[src/hdl/bdeq_pkg.sv]
package bdeq_pkg;

    localparam int CAPACITY = 64;
    localparam int PTR_W    = (CAPACITY > 1) ? $clog2(CAPACITY) : 1;
    localparam int CNT_W    = $clog2(CAPACITY + 1);
    localparam int ADD_W    = PTR_W + 1;
    localparam int WORD_W   = 32;
    localparam int LIMIT_W  = 7;
    localparam int CMP_W    = (CNT_W > LIMIT_W) ? CNT_W : LIMIT_W;

    localparam logic [LIMIT_W-1:0] LIMIT_RESET = LIMIT_W'(64);

    typedef enum logic [1:0] {
        KIND_PUSH_TOP    = 2'd0,
        KIND_PUSH_BOTTOM = 2'd1,
        KIND_POP_TOP     = 2'd2,
        KIND_POP_BOTTOM  = 2'd3
    } t_kind;

    typedef enum logic [1:0] {
        ST_OK    = 2'd0,
        ST_FULL  = 2'd1,
        ST_EMPTY = 2'd2
    } t_status;

    typedef struct packed {
        logic load;
        logic exec;
    } t_cmd;

endpackage

[src/hdl/bdeq_ram.sv]
module bdeq_ram #(
    parameter int WIDTH = 32,
    parameter int DEPTH = 64
) (
    input  logic                                      i_clk,
    input  logic                                      i_we,
    input  logic [((DEPTH > 1) ? $clog2(DEPTH) : 1)-1:0] i_addr,
    input  logic [WIDTH-1:0]                          i_wdata,
    output logic [WIDTH-1:0]                          o_rdata
);

    logic [WIDTH-1:0] r_mem [DEPTH];
    logic [WIDTH-1:0] r_rdata;

    always_ff @(posedge i_clk) begin
        if (i_we) begin
            r_mem[i_addr] <= i_wdata;
        end
        r_rdata <= r_mem[i_addr];
    end

    assign o_rdata = r_rdata;

endmodule

[src/hdl/bdeq_ctrl.sv]
module bdeq_ctrl (
    input  logic          i_clk,
    input  logic          i_rst_n,
    input  logic          i_start,
    output logic          o_busy,
    output logic          o_strobe,
    output bdeq_pkg::t_cmd o_cmd
);

    import bdeq_pkg::*;

    typedef enum logic [1:0] {
        S_IDLE,
        S_EXEC,
        S_DONE
    } t_state;

    t_state r_state;
    logic   r_busy;
    logic   r_strobe;

    always_ff @(posedge i_clk) begin
        if (!i_rst_n) begin
            r_state  <= S_IDLE;
            r_busy   <= 1'b0;
            r_strobe <= 1'b0;
        end else begin
            case (r_state)
                S_IDLE: begin
                    r_strobe <= 1'b0;
                    if (i_start) begin
                        r_state <= S_EXEC;
                        r_busy  <= 1'b1;
                    end
                end
                S_EXEC: begin
                    r_state  <= S_DONE;
                    r_strobe <= 1'b1;
                end
                S_DONE: begin
                    r_state  <= S_IDLE;
                    r_busy   <= 1'b0;
                    r_strobe <= 1'b0;
                end
                default: begin
                    r_state  <= S_IDLE;
                    r_busy   <= 1'b0;
                    r_strobe <= 1'b0;
                end
            endcase
        end
    end

    assign o_busy      = r_busy;
    assign o_strobe    = r_strobe;
    assign o_cmd.load  = i_start && !r_busy;
    assign o_cmd.exec  = (r_state == S_EXEC);

endmodule

[src/hdl/bdeq_dp.sv]
module bdeq_dp (
    input  logic                            i_clk,
    input  logic                            i_rst_n,
    input  bdeq_pkg::t_cmd                  i_cmd,
    input  logic [1:0]                      i_kind,
    input  logic signed [31:0]              i_push_value,
    input  logic                            i_cfg_we,
    input  logic [bdeq_pkg::LIMIT_W-1:0]    i_cfg_data,
    output logic signed [31:0]              o_pop_value,
    output logic [1:0]                      o_status,
    output logic [6:0]                      o_entry_count
);

    import bdeq_pkg::*;

    logic [1:0]        r_kind;
    logic [WORD_W-1:0] r_value;
    logic [PTR_W-1:0]  r_bottom;
    logic [CNT_W-1:0]  r_count;
    logic [LIMIT_W-1:0] r_limit;
    logic [1:0]        r_status;
    logic              r_pop_ok;

    logic [PTR_W-1:0]  n_bottom;
    logic [CNT_W-1:0]  n_count;
    logic [1:0]        n_status;
    logic              n_pop_ok;

    logic              mem_we;
    logic [PTR_W-1:0]  mem_addr;
    logic [WORD_W-1:0] mem_rdata;

    logic [ADD_W-1:0]  top_sum;
    logic [PTR_W-1:0]  top_push_addr;
    logic [PTR_W-1:0]  top_pop_addr;
    logic [PTR_W-1:0]  bottom_dec;
    logic [PTR_W-1:0]  bottom_inc;
    logic              is_full;
    logic              is_empty;

    function automatic logic [PTR_W-1:0] ring_wrap(input logic [ADD_W-1:0] s);
        logic [ADD_W-1:0] r;
        r = s;
        if (s >= ADD_W'(CAPACITY)) begin
            r = s - ADD_W'(CAPACITY);
        end
        return r[PTR_W-1:0];
    endfunction

    always_comb begin
        top_sum       = ADD_W'(r_bottom) + ADD_W'(r_count);
        top_push_addr = ring_wrap(top_sum);
        top_pop_addr  = ring_wrap(top_sum - ADD_W'(1));
        bottom_dec    = (r_bottom == '0) ? PTR_W'(CAPACITY - 1) : r_bottom - PTR_W'(1);
        bottom_inc    = ring_wrap(ADD_W'(r_bottom) + ADD_W'(1));
        is_full       = (CMP_W'(r_count) >= CMP_W'(r_limit)) ||
                        (r_count >= CNT_W'(CAPACITY));
        is_empty      = (r_count == '0);

        n_bottom = r_bottom;
        n_count  = r_count;
        n_status = ST_OK;
        n_pop_ok = 1'b0;
        mem_we   = 1'b0;
        mem_addr = r_bottom;

        case (t_kind'(r_kind))
            KIND_PUSH_TOP: begin
                mem_addr = top_push_addr;
                if (is_full) begin
                    n_status = ST_FULL;
                end else begin
                    mem_we  = i_cmd.exec;
                    n_count = r_count + CNT_W'(1);
                end
            end
            KIND_PUSH_BOTTOM: begin
                mem_addr = bottom_dec;
                if (is_full) begin
                    n_status = ST_FULL;
                end else begin
                    mem_we   = i_cmd.exec;
                    n_bottom = bottom_dec;
                    n_count  = r_count + CNT_W'(1);
                end
            end
            KIND_POP_TOP: begin
                mem_addr = top_pop_addr;
                if (is_empty) begin
                    n_status = ST_EMPTY;
                end else begin
                    n_pop_ok = 1'b1;
                    n_count  = r_count - CNT_W'(1);
                end
            end
            KIND_POP_BOTTOM: begin
                mem_addr = r_bottom;
                if (is_empty) begin
                    n_status = ST_EMPTY;
                end else begin
                    n_pop_ok = 1'b1;
                    n_bottom = bottom_inc;
                    n_count  = r_count - CNT_W'(1);
                end
            end
            default: begin
                n_status = ST_OK;
            end
        endcase
    end

    always_ff @(posedge i_clk) begin
        if (i_cmd.load) begin
            r_kind  <= i_kind;
            r_value <= i_push_value;
        end
        if (i_cmd.exec) begin
            r_status <= n_status;
            r_pop_ok <= n_pop_ok;
        end
    end

    always_ff @(posedge i_clk) begin
        if (!i_rst_n) begin
            r_bottom <= '0;
            r_count  <= '0;
            r_limit  <= LIMIT_RESET;
        end else begin
            if (i_cfg_we) begin
                r_limit <= i_cfg_data;
            end
            if (i_cmd.exec) begin
                r_bottom <= n_bottom;
                r_count  <= n_count;
            end
        end
    end

    bdeq_ram #(
        .WIDTH (WORD_W),
        .DEPTH (CAPACITY)
    ) u_ram (
        .i_clk   (i_clk),
        .i_we    (mem_we),
        .i_addr  (mem_addr),
        .i_wdata (r_value),
        .o_rdata (mem_rdata)
    );

    assign o_pop_value   = r_pop_ok ? $signed(mem_rdata) : '0;
    assign o_status      = r_status;
    assign o_entry_count = 7'(r_count);

endmodule

[src/hdl/bounded_two_ended_stack_top.sv]
// after the start transfer the controller passes through its execute state; the strobe
// and the result are registered as it leaves that state; a new request is taken only in
// the idle state, after the execute and result states around the single port ram access
// reset: synchronous active low, empties the store and sets the limit to 64
// results cannot be stalled by the receiver
module bounded_two_ended_stack_top (
    input  logic                          i_clk,
    input  logic                          i_rst_n,
    input  logic                          start,
    output logic                          busy,
    input  logic [1:0]                    i_kind,
    input  logic signed [31:0]            i_push_value,
    output logic                          o_strobe,
    output logic signed [31:0]            o_pop_value,
    output logic [1:0]                    o_status,
    output logic [6:0]                    o_entry_count,
    input  logic                          i_cfg_valid,
    output logic                          o_cfg_ready,
    input  logic [bdeq_pkg::LIMIT_W-1:0]  i_cfg_data
);

    import bdeq_pkg::*;

    t_cmd cmd;

    assign o_cfg_ready = 1'b1;

    bdeq_ctrl u_ctrl (
        .i_clk    (i_clk),
        .i_rst_n  (i_rst_n),
        .i_start  (start),
        .o_busy   (busy),
        .o_strobe (o_strobe),
        .o_cmd    (cmd)
    );

    bdeq_dp u_dp (
        .i_clk         (i_clk),
        .i_rst_n       (i_rst_n),
        .i_cmd         (cmd),
        .i_kind        (i_kind),
        .i_push_value  (i_push_value),
        .i_cfg_we      (i_cfg_valid && o_cfg_ready),
        .i_cfg_data    (i_cfg_data),
        .o_pop_value   (o_pop_value),
        .o_status      (o_status),
        .o_entry_count (o_entry_count)
    );

endmodule

[config.mk]
export PLATFORM = sky130hd
export DESIGN_NAME = bounded_two_ended_stack_top
export DESIGN_NICKNAME = d
export VERILOG_FILES = /design/src/hdl/bdeq_pkg.sv /design/src/hdl/bdeq_ram.sv /design/src/hdl/bdeq_ctrl.sv /design/src/hdl/bdeq_dp.sv /design/src/hdl/bounded_two_ended_stack_top.sv
export SDC_FILE = /design/constraint.sdc
export NUM_CORES = 2
export LEC_CHECK = 0
export ABC_AREA = 1
export BUFFER_PORTS_ARGS = -buffer_cell sky130_fd_sc_hd__buf_2
export CORE_MARGIN = 3
export CORE_UTILIZATION = 44
export CTS_CLUSTER_DIAMETER = 30
export DETAILED_ROUTE_END_ITERATION = 8
export SKIP_CTS_REPAIR_TIMING = 1
export SYNTH_ARGS = -nofsm -noshare
export SYNTH_HDL_FRONTEND = slang
export SYNTH_SLANG_ARGS = --single-unit
[constraint.sdc]
create_clock -name i_clk -period 5.15 [get_ports i_clk]
set_clock_uncertainty 0.2 [all_clocks]
set_input_delay 0.515 -clock i_clk [delete_from_list [all_inputs] [get_ports i_clk]]
set_output_delay 0.515 -clock i_clk [all_outputs]
set_load 0.02 [all_outputs]
* Word-level counts from Yosys, hierarchy flattened *
Memory sizes are Yosys's and may differ from the RTL's. A register that Yosys moved wholly into a read port is not among the register bits.
Cells that the tools add are included.

word-level totals
  register bits = 61
  bits in writable memories = 2048
  memories kept = 1

cells by class
  order comparisons = 5
  equal/unequal tests = 9
  bitwise logic cells = 1
  reduce and logical (&&, ||, !) cells = 13
  mux-type cells = 25
  add/sub/neg operators = 9

memories
  memory            depth  width  read ports  clocked after memory_dff  write ports  line            text
  u_dp.u_ram.r_mem  64     32     1           1                         1            bdeq_ram.sv:12  logic [WIDTH-1:0] r_mem [DEPTH];

operators by type and width
  kind                                                                number
  6-bit 2-to-1 mux                                                    6
  32-bit 2-to-1 mux                                                   1
  7-bit greater-or-equal comparator, second input constant            4
  6-bit one-hot mux with 4 select lines                               1
  6-bit by 1-bit subtractor with 6-bit output, second input constant  4
  7-bit 2-to-1 mux                                                    2
  7-bit one-hot mux with 2 select lines                               1
  7-bit by 1-bit subtractor with 7-bit output, second input constant  2
  6-bit one-hot mux with 2 select lines                               1
  2-bit inequality test, second input constant                        5
  1-bit 2-to-1 mux                                                    8
  2-bit one-hot mux with 2 select lines                               2
  6-bit by 1-bit adder with 7-bit output, second input constant       1
  6-bit by 7-bit adder with 7-bit output                              1
  7-bit by 1-bit adder with 7-bit output, second input constant       1
  7-bit greater-or-equal comparator                                   1
  7-bit zero test                                                     1
  6-bit zero test                                                     1
  2-bit by 1-bit == test with 1-bit output, second input constant     2
  2-bit == test, second input constant                                2
  2-bit zero test                                                     2
  2-bit 2-to-1 mux                                                    2
  4-bit AND reduction                                                 1
  2-bit OR reduction                                                  2
  other kinds (8)                                                     8

* Depth between registers and ports, before layout *
  word-level depth = 6
  depth in mapped cells = 22

* By module *
A second synthesis with hierarchy kept.

unflattened totals
  cells, all modules = 8893
  area total of the unflattened synthesis = 90048.9 um^2

by module, submodules not included
  module                       cells each  seq. area each (um^2)  area each (um^2)  instances
  bdeq_ram                     8440        62139.6                86503.0           1
  bdeq_dp                      432         1511.4                 3397.0            1
  bdeq_ctrl                    19          80.1                   137.6             1
  bounded_two_ended_stack_top  2           0.0                    11.3              1

* Least setup slack after synthesis *
Ideal clock, no wire load.

  path type = register -> register
  start point = register u_dp.r_count[0], in the netlist u_dp.o_entry_count[0]
  end point = memory u_dp.u_ram.r_mem[13][0] (enable)
  data arrival time = 3972 ps
  setup time = 421 ps
  path buffers = 2
  clock period less this slack = 4593 ps
  stages on the path, launching flop included = 16
  data required time = 4529 ps
  slack = 557 ps
  cell sequence = dfxtp_1 ha_1 inv_1 fa_1 ha_1 inv_1 nand3_1 nand3_1 nand2_1 nand2_1 nand2_1 nor2_2 buf_2 buf_2 nand2_1 nor2_1

between the ends
  cells in the longest elaborated chain, start to end = 6
  elaborated cells between the ends (all ways) = 16

RTL lines
  element                                                                                         line            text
  start, declared                                                                                 bdeq_dp.sv:19   logic [CNT_W-1:0] r_count;
  start signal, assigned                                                                          bdeq_dp.sv:134  r_count <= n_count;
  parallel branches: the longest is 6 deep, another holds 6-bit by 7-bit adder with 7-bit output  --
  end, declared                                                                                   bdeq_ram.sv:12

Several ways; the timed one is not identified.

* Worst setup path after layout *
  start point = register u_dp.r_bottom[0]
  end point = register u_dp.u_ram.r_rdata[20], in the netlist u_dp.u_ram.o_rdata[20] (read register of u_dp.u_ram.r_mem)

between the ends
  cells in the longest elaborated chain, start to end = 5
  elaborated cells between the ends (all ways) = 12

RTL lines
  element                                                                                           line                          text
  start, declared                                                                                   bdeq_dp.sv:18                 logic [PTR_W-1:0] r_bottom;
  start signal, assigned                                                                            bdeq_dp.sv:133                r_bottom <= n_bottom;
  6-bit by 7-bit adder with 7-bit output                                                            bdeq_dp.sv:51                 top_sum = ADD_W'(r_bottom) + ADD_W'(r_count);
  7-bit by 1-bit subtractor with 7-bit output                                                       bdeq_dp.sv:53                 top_pop_addr = ring_wrap(top_sum - ADD_W'(1));
  6-bit by 1-bit subtractor with 6-bit output or 7-bit greater-or-equal comparator (tied branches)  bdeq_dp.sv:45, bdeq_dp.sv:44
  6-bit 2-to-1 mux                                                                                  bdeq_dp.sv:44                 if (s >= ADD_W'(CAPACITY)) begin
  6-bit one-hot mux with 4 select lines (*)                                                         bdeq_dp.sv:67                 case (t_kind'(r_kind))
  end, declared                                                                                     bdeq_ram.sv:13                logic [WIDTH-1:0] r_rdata;

Mark *: on every way between the ends. The rest lies on a longest branch, timed or not.
A chain may end at the register's enable or synchronous reset.

==> summary.txt <==
Synth
  – Mean post-synth cell area: 10.70 sq um
  – Post-synthesis sequential area ratio: 0.7188
  – Syn Nets: 8358
  – Asr flop ratio synth: 0
  – EDFF count, synth: 2085
  – Number of synthesized register bits: between 2000 and 2500
  – Largest area contributor in the netlist: edfxtp_1
  – Post-Synthesis Cell Area: 88660 sq um
  – Distinct cells, synth: 34
  – Synth top area share: 0.7062
  – Synth top area cells: edfxtp_1 71%, nand2_1 19%, nand3_1 3.0%
  – Synthesized instance count: 8290
  – Main synth FF type: edfxtp_1
  – Synth warnings: 0

Die
  – I/O pin cnt: between 80 and 90
  – Placeable Area: 200100 sq um
  – Die Span Y: 454.9 um
  – Die area: about 210000 sq um
  – Die X: about 450 um
  – Rows: between 150 and 200
  – Initial core utilization: 0.4432

Global routing
  – First-pass GRT wire length: 393.8 mm
  – Largest net degree at the start of global routing: 199
  – Vias in the first global route: around 59000
  – GRT overflow: 0
  – GRT Overall Usage: 0.2576
  – Antenna violations before repair: 13

Routing
  – Drt wl/cell: 23.11 um
  – Antenna violation net count after detailed routing: 0
  – DRT Wirelength: 270.2 mm
  – Vias per cell: 5.315
  – TritonRoute pass-1 iters: 8
  – Via count: ~62000
  – Iteration-0 DRC Markers: 7425
  – Remaining DRCs: 0

Clock network
  – Clk Latency, worst-skew pair: 0.93 ns
  – Clock transition at the registers of the reported paths: about 0.05 ns
  – CTS sink cnt: between 2000 and 2500
  – Maximum clock path buffer count: 4
  – H-tree lvl count: 5
  – CTS Buf Count: 450
  – CTS tree: built
  – CTS root buf: clkbuf_16

Pwr
  – Worst vdd ir: ~0.0004 V
  – Final Total Pwr: around 54 mW
  – Power per cell area: 497.6 nW/um^2
  – Leak: between 40 and 50 nW

Finish
  – Commonest non-fill, non-tap cells in the layout: 4546 x nand2_1, 2085 x edfxtp_1, 531 x nand3_1, 455 x clkbuf_16, 258 x o21ai_1
  – Total Nets Final: between 8000 and 9000
  – Layout cells sized above 1: 0.1270
  – Area delta synth->final: 23.29%
  – Commonest non-fill, non-tap cell in the layout: nand2_1

Critical path
  – Critical setup path kind: register to register
  – Slowest CP cell: fa_1
  – CP max stage delay: 0.49 ns
  – Arr. time, crit path: 5.07 ns
  – Crit-path cells: ha_1, inv_1, fa_1, ha_1, inv_1, nand3_1, nand3_1, nand2_1, nand2_1, nand2_1, nor2_4, buf_12, buf_12, nand2_1, nand2_1, o21ai_1, nand2_1, nand2_1, nand2_1, inv_2, nand2_1
  – CP most frequent cell: nand2_1
  – Worst Path Required: 5.83 ns
  – Setup crit start kind: register
  – Worst Setup End Kind: register
  – CP Max Fanout: 68

Placement
  – Placed wire-length estimate: approximately 150 mm
  – Gp weighted congestion: roughly 0.9
  – Number of buffers added on ports: 87

Min path
  – Worst hold path class: input port to register

STA
  – Fin. Hold Viols: 0
  – Final slew viol count: 0
  – Endpoints failing setup: 0
  – Final period util: 0.8507
  – Relative slew slack: 0.04631
  – Tightest Pin Transition: between 1 and 1.5 ns
  – Post-Route Setup TNS: 0 ns
  – RSZ-0062 raised after global routing: no
  – Post-layout min period: 4.381 ns
  – FMAX: 228.3 MHz

Status
  – Outcome: finished clean

Run
  – Max_cap viols: 0
-- registers in the layout, indices dropped and copies added (netlist names) --
register,count
u_dp.u_ram.r_mem,2048
u_dp.r_pop_ok,1
u_dp.o_entry_count,7
u_dp.o_status,2
u_dp.r_kind,2
u_dp.r_value,32
u_dp.r_limit,7
u_dp.r_bottom,6
u_ctrl.o_busy,1
u_ctrl.o_strobe,1
u_ctrl.r_state,2
u_dp.u_ram.o_rdata,32
-- critical path, delay by kind of cell, from the launching register on --
family          cells  cell delay [ns]
simple gates       12             1.64
fa+ha+maj           3             0.94
buf+inv             5             0.87
flops               1             0.41
compound gates      1             0.12
-- cell type report --
cell class	instances	area, sq um
flip-flops and latches	2141	63730
repair buffers	361	3463
clock inverters	306	3597
fillers	16614	90760
diodes	5	12.51
clock buffers	518	11730
inverters	142	543.0
multi-input cells	5564	22910
well taps	2656	3323
-- synthesized netlist by cell type (all sizes together), types with 8 or more instances --
cell,n
nor2,98
nand2,4550
dfxtp,56
inv,142
ha,21
edfxtp,2085
o21ai,295
clkbuf,142
xor2,8
a21oi,38
nand3,531
buf,301
-- through the flow --
step / setup slack [ns] / instances / hold slack [ns] / util / instance area [sq um]
after floorplan: 0.5567 / 8290 / 0.2374 / - / 88660
after global placement: 0.8157 / 10806 / 0.2673 / 0.4668 / 93390
after detailed placement: 0.8719 / 10806 / 0.2847 / 0.4668 / 93390
after CTS: 0.8388 / 11630 / -0.5118 / 0.5434 / 108700
after global routing: 0.5655 / 11690 / 0.05656 / 0.5463 / 109300
final: 0.7690 / 11693 / 0.08288 / 0.5464 / 109300
-- where the power goes --
group          switching, mW  total (mW)  internal, mW
Clock                   9.31        28.9          19.6
Sequential             0.194        19.6          19.4
Combinational           4.53        5.94          1.42
-- cells by family (layout without fill, tap and decap cells) --
kind of cell,count (synthesis),after routing,synth area share
fa+ha+maj,23,23,0.003415
buf+inv,585,1327,0.02951
compound gates,337,337,0.01926
xor+xnor,12,12,0.001185
flops,2141,2141,0.7188
simple gates,5191,5191,0.2278
other cells,1,6,0.00004230
-- path summary, 6_finish.rpt --
check                        start                      to  slack [ns]  cells after the start
setup reg to reg  u_dp.r_bottom[0]  u_dp.u_ram.o_rdata[20]        0.77                     21
hold / removal    i_push_value[29]        u_dp.r_value[29]        0.08                      2
hold reg to reg    u_dp.r_limit[4]         u_dp.r_limit[4]        0.30                      2
setup / recovery  u_dp.r_bottom[0]  u_dp.u_ram.o_rdata[20]        0.77                     21
-- routing by layer --
layer	vias to the layer above	global-route usage	wire length (um)
met5	-	0	25
met4	4	0.1174	12460
met3	523	0.04720	24260
met2	2836	0.3995	124200
met1	30226	0.3548	109300
li1	28565	-	-
(Power assumes the default switching activity.)
